[src/hw/rtl/lsts_pkg.sv]
// ============================================================================
// lsts_pkg
// Shared types and constants for the line start table search block.
// ============================================================================
package lsts_pkg;

    // Table geometry
    localparam int TABLE_DEPTH = 1024;
    localparam int IDX_W       = $clog2(TABLE_DEPTH);
    localparam int CNT_W       = $clog2(TABLE_DEPTH + 1);

    // Field widths
    localparam int MODE_W      = 2;
    localparam int POS_W       = 31;
    localparam int LINE_W      = 11;
    localparam int COL_W       = 32;
    localparam int IN_TDATA_W  = 32;
    localparam int OUT_TDATA_W = 48;

    // Mode codes on the input tuser
    localparam logic [MODE_W-1:0] MODE_APPEND = 2'd0;
    localparam logic [MODE_W-1:0] MODE_LOOKUP = 2'd1;
    localparam logic [MODE_W-1:0] MODE_CLEAR  = 2'd2;

    // Command queue depth
    localparam int QUEUE_DEPTH = 2;
    localparam int QPTR_W      = $clog2(QUEUE_DEPTH);
    localparam int QCNT_W      = $clog2(QUEUE_DEPTH + 1);

    typedef enum logic [1:0] {
        OP_APPEND,
        OP_LOOKUP,
        OP_CLEAR,
        OP_NOP
    } op_t;

    typedef struct packed {
        op_t              op;
        logic [POS_W-1:0] position;
    } cmd_t;

    // Handshake between the front queue and the back end
    typedef struct packed {
        logic valid;
        cmd_t cmd;
    } cmd_req_t;

    typedef enum logic [2:0] {
        ST_IDLE,
        ST_PROBE,
        ST_CMP,
        ST_NEXT,
        ST_EMIT
    } state_t;

endpackage

[src/hw/rtl/lsts_front.sv]
// ============================================================================
// lsts_front
// Accepts input requests, decodes the mode and queues commands.
// ============================================================================
module lsts_front (
    input  logic                           aclk,
    input  logic                           aresetn,
    input  logic                           s_tvalid,
    output logic                           s_tready,
    input  logic [lsts_pkg::IN_TDATA_W-1:0] s_tdata,  // [30:0] position
    input  logic [lsts_pkg::MODE_W-1:0]    s_tuser,  // [1:0] mode
    output lsts_pkg::cmd_req_t             cmd_req,
    input  logic                           cmd_pop
);
    import lsts_pkg::*;

    cmd_t              q_reg [QUEUE_DEPTH];
    logic [QPTR_W-1:0] wr_ptr_reg, wr_ptr_next;
    logic [QPTR_W-1:0] rd_ptr_reg, rd_ptr_next;
    logic [QCNT_W-1:0] cnt_reg, cnt_next;
    logic              push;
    logic              pop;
    cmd_t              in_cmd;

    // Decode the mode; the unused code becomes a no-op
    always_comb begin
        in_cmd.position = s_tdata[POS_W-1:0];
        case (s_tuser)
            MODE_APPEND: in_cmd.op = OP_APPEND;
            MODE_LOOKUP: in_cmd.op = OP_LOOKUP;
            MODE_CLEAR:  in_cmd.op = OP_CLEAR;
            default:     in_cmd.op = OP_NOP;
        endcase
    end

    assign s_tready = (cnt_reg != QCNT_W'(QUEUE_DEPTH));
    assign push     = s_tvalid && s_tready;
    assign pop      = cmd_pop && (cnt_reg != '0);

    assign cmd_req.valid = (cnt_reg != '0);
    assign cmd_req.cmd   = q_reg[rd_ptr_reg];

    always_comb begin
        wr_ptr_next = push ? wr_ptr_reg + QPTR_W'(1) : wr_ptr_reg;
        rd_ptr_next = pop  ? rd_ptr_reg + QPTR_W'(1) : rd_ptr_reg;
        cnt_next    = cnt_reg;
        if (push && !pop) begin
            cnt_next = cnt_reg + QCNT_W'(1);
        end else if (pop && !push) begin
            cnt_next = cnt_reg - QCNT_W'(1);
        end
    end

    always_ff @(posedge aclk) begin
        if (!aresetn) begin
            wr_ptr_reg <= '0;
            rd_ptr_reg <= '0;
            cnt_reg    <= '0;
        end else begin
            wr_ptr_reg <= wr_ptr_next;
            rd_ptr_reg <= rd_ptr_next;
            cnt_reg    <= cnt_next;
        end
    end

    always_ff @(posedge aclk) begin
        if (push) begin
            q_reg[wr_ptr_reg] <= in_cmd;
        end
    end

endmodule

[config.mk]
export PLATFORM = sky130hd
export DESIGN_NAME = lsts_front
export DESIGN_NICKNAME = d
export VERILOG_FILES = /design/src/hw/rtl/lsts_pkg.sv /design/src/hw/rtl/lsts_front.sv
export SDC_FILE = /design/constraint.sdc
export NUM_CORES = 1
export LEC_CHECK = 0
export BUFFER_PORTS_ARGS = -buffer_cell sky130_fd_sc_hd__buf_4
export CAP_MARGIN = 40
export CELL_PAD_IN_SITES_DETAIL_PLACEMENT = 1
export CELL_PAD_IN_SITES_GLOBAL_PLACEMENT = 2
export CORE_MARGIN = 2
export CORE_UTILIZATION = 33
export DETAILED_ROUTE_END_ITERATION = 10
export PLACE_DENSITY = 0.76
export SYNTH_ARGS = -nofsm -noshare
export SYNTH_HDL_FRONTEND = slang
export SYNTH_SLANG_ARGS = --single-unit
[constraint.sdc]
create_clock -name aclk -period 1.7 [get_ports aclk]
set_input_delay 0.17 -clock aclk [delete_from_list [all_inputs] [get_ports aclk]]
set_output_delay 0.17 -clock aclk [all_outputs]
set_load 0.1 [all_outputs]
==> flow_summary.ini <==
[status]
run_status = complete, no violations

[placement]
port_buffers = 71
gp_congestion = 0.649
dp_hpwl_mm = 3.35
dpl_cell_area_mm2 = 0.00335

[clocking]
cts_made_buffers = 9
htree_levels = 3
clockBufferDepth = 2
cts_tree = built
postCtsSetupBuffers = 0
path_clk_slew_ns = 0.07
clk_latency_ns = 0.33
root_buffer = clkbuf_8
cts_sinks = 71

[sta]
hold_viol_final = 0
slew_violations = 0
slew_headroom_pct = 80.5
period_share_pct = 96.3
post-route-min-period_ns = 1.64
rsz0062_at_grt = no
finalSetupViolCount = 0
final.setup_skew_ns = 0.00864
fmax_ghz = 0.611
worstMarginPinSlew_ns = 0.295

[layout]
nNetsFinal = 265
n_fill_cell = 764
area.sequential_mm2 = 0.00208
multi_input_area_um2 = 512
post-route-util_pct = 48.1
drive_above_1_share_pct = 56.7
n_antenna_cell = 0
area_growth_pct = 41.5
finalInstanceArea_mm2 = 0.00371
largest_reg_flops = 66

[routing]
drt_wl_total_mm = 5.01
remaining_drc_errors = 0
avgRoutedWirePerCell_um = 15.1
drt_pass1_iterations = 4
viasPerCell = 4.40
vias = 1465
drtIter0Drc = 31
ant_nets = 0

[die]
fp-row-count = 32
fp.dieW_um = 93.2
ios = 73
initial_utilization_pct = 34.0
dieArea_mm2 = 0.00868
core_area_mm2 = 0.00773
die_h_um = 93.2

[power]
p_leak_uw = 0.00138
irDropWorstVdd_mv = 0.660
p_per_area_mw_per_mm2 = 1900

[setup_path]
cp_cell_sequence = buf_12 > mux2_2 > buf_4
regToRegStartpoint = cnt_reg[1]$_SDFFE_PN0P_
cp-end-kind = output port
cp_slowest_stage_delay_ns = 0.36
critPathArrivalTime_ns = 1.47
critPathKind = flip-flop to output port
path_max_fanout = 21
cp.required_ns = 1.53
critPathSlowestCell = dfxtp_2
startpoint_type = flip-flop

[yosys]
synthCells = 129
yosys.area_share.simple_pct = 2.48
synth.ff_latch_count = 71
synth_xor_area_share_pct = 1.00
ys_types = 20
yosysWarnings = 0
synth_mux_area_share_pct = 14.2
syn_area_mm2 = 0.00262
synth_compound_area_share_pct = 1.34
synth_adder_area_share_pct = 0.477
synth-seq-area-share_pct = 79.4
synth_top_family_by_area = multiplexers
syn_nets = 168
syn_avg_cell_area_um2 = 20.3

[global_routing]
grt_pass1_wl_mm = 7.90
antenna_found_initial = 0
grt_use_total_pct = 12.2
grt_max_degree = 24
grt_pass1_vias = 1616
grt-ovfl-total = 0

[job]
drv_cap = 0

[hold_path]
hp-class = primary input to flip-flop
holdCritStartpoint = s_tdata[11]
## routing by layer
layer | vias up | wire (um) | part of all wire, % | GRT usage (%)
li1 | 688 | - | - | -
met5 | - | 0 | 0 | 0
met4 | 0 | 96 | 1.9 | 6.25
met3 | 8 | 277 | 5.5 | 3.79
met2 | 55 | 2400 | 48 | 19.4
met1 | 714 | 2230 | 45 | 15.0
## critical path, delay by kind of cell, from the launching register on
family | cells | cell delay, ns
buffers and inverters | 2 | 0.41
DFF | 1 | 0.36
muxes | 1 | 0.36
## logic make-up after synthesis
group / count (synthesis)
and+or+nand+nor: 9
AOI/OAI and AO/OA: 5
muxes: 33
buffers and inverters: 7
xor gates and xnor gates: 3
adders and majority gates: 1
DFF: 71
## path summary, 6_finish.rpt
path                                   to  slack, ns  depth (start not counted)
setup / recovery              cmd_req[15]       0.06                          3
hold / removal     q_reg[1][11]$_DFFE_PP_       0.02                          1
setup reg to reg  cnt_reg[1]$_SDFFE_PN0P_       0.15                          5
hold reg to reg   cnt_reg[1]$_SDFFE_PN0P_       0.55                          2
## cells in the mapped netlist (all sizes together)
library cell  instances  share of area, %
a21bo                 1              0.38
a21boi                2              0.57
and2                  4              0.95
and3                  1              0.24
buf                   4              0.76
clkbuf                2              0.29
dfxtp                 5               3.8
edfxtp               66                76
ha                    1              0.48
inv                   1              0.14
mux2                 33                14
nand2b                1              0.52
nand3b                1              0.29
o21ai                 2              0.38
or2                   1              0.24
or3                   1              0.24
xnor2                 2              0.67
xor2                  1              0.33
## report_power, final
| part | internal (uW) | switching (uW) |
|---|---|---|
| logic | 867 | 2500 |
| clock network | 822 | 608 |
| registers | 2190 | 84.5 |
## layout make-up
type | count | area share, %
Clock buffer | 10 | 3.44
Timing Repair Buffer | 92 | 20.7
Clock inverter | 6 | 2.29
Inverter | 1 | 0.202
Tap cell | 102 | 3.44
Sequential cell | 71 | 56.1
Multi-Input combinational cell | 51 | 13.8
## layout by cell type (no fill, tap or decap), types with 3 or more instances in the layout
master	Yosys	final
buf_4	0	73
and2_1	4	4
buf_12	0	3
mux2_2	33	33
dfxtp_1	5	3
edfxtp_1	66	66
clkbuf_8	0	9
dlygate4sd3_1	0	15
## metrics by stage
stage               setup TNS, ns  setup WS [ns]  hold slack (ns)  power (uW)  cells
finish                          0         0.0637           0.0200        7070    333
floorplan                  -0.377        -0.0113            0.269        4950    129
detailed placement              0          0.156            0.358        5680    302
CTS                             0         0.0299       0.00000192        7150    326
global placement                0          0.200            0.355        5650    302
global route                    0        0.00412          0.00100        7340    333
## timing repair
action / CTS / global route
endpoints found under the setup margin: 17 / 0
endpoints found under the hold margin: 16 / 13
hold buffers: 8 / 7
gates resized for setup: 2 / 0
Power figures use the tool's default switching activity.
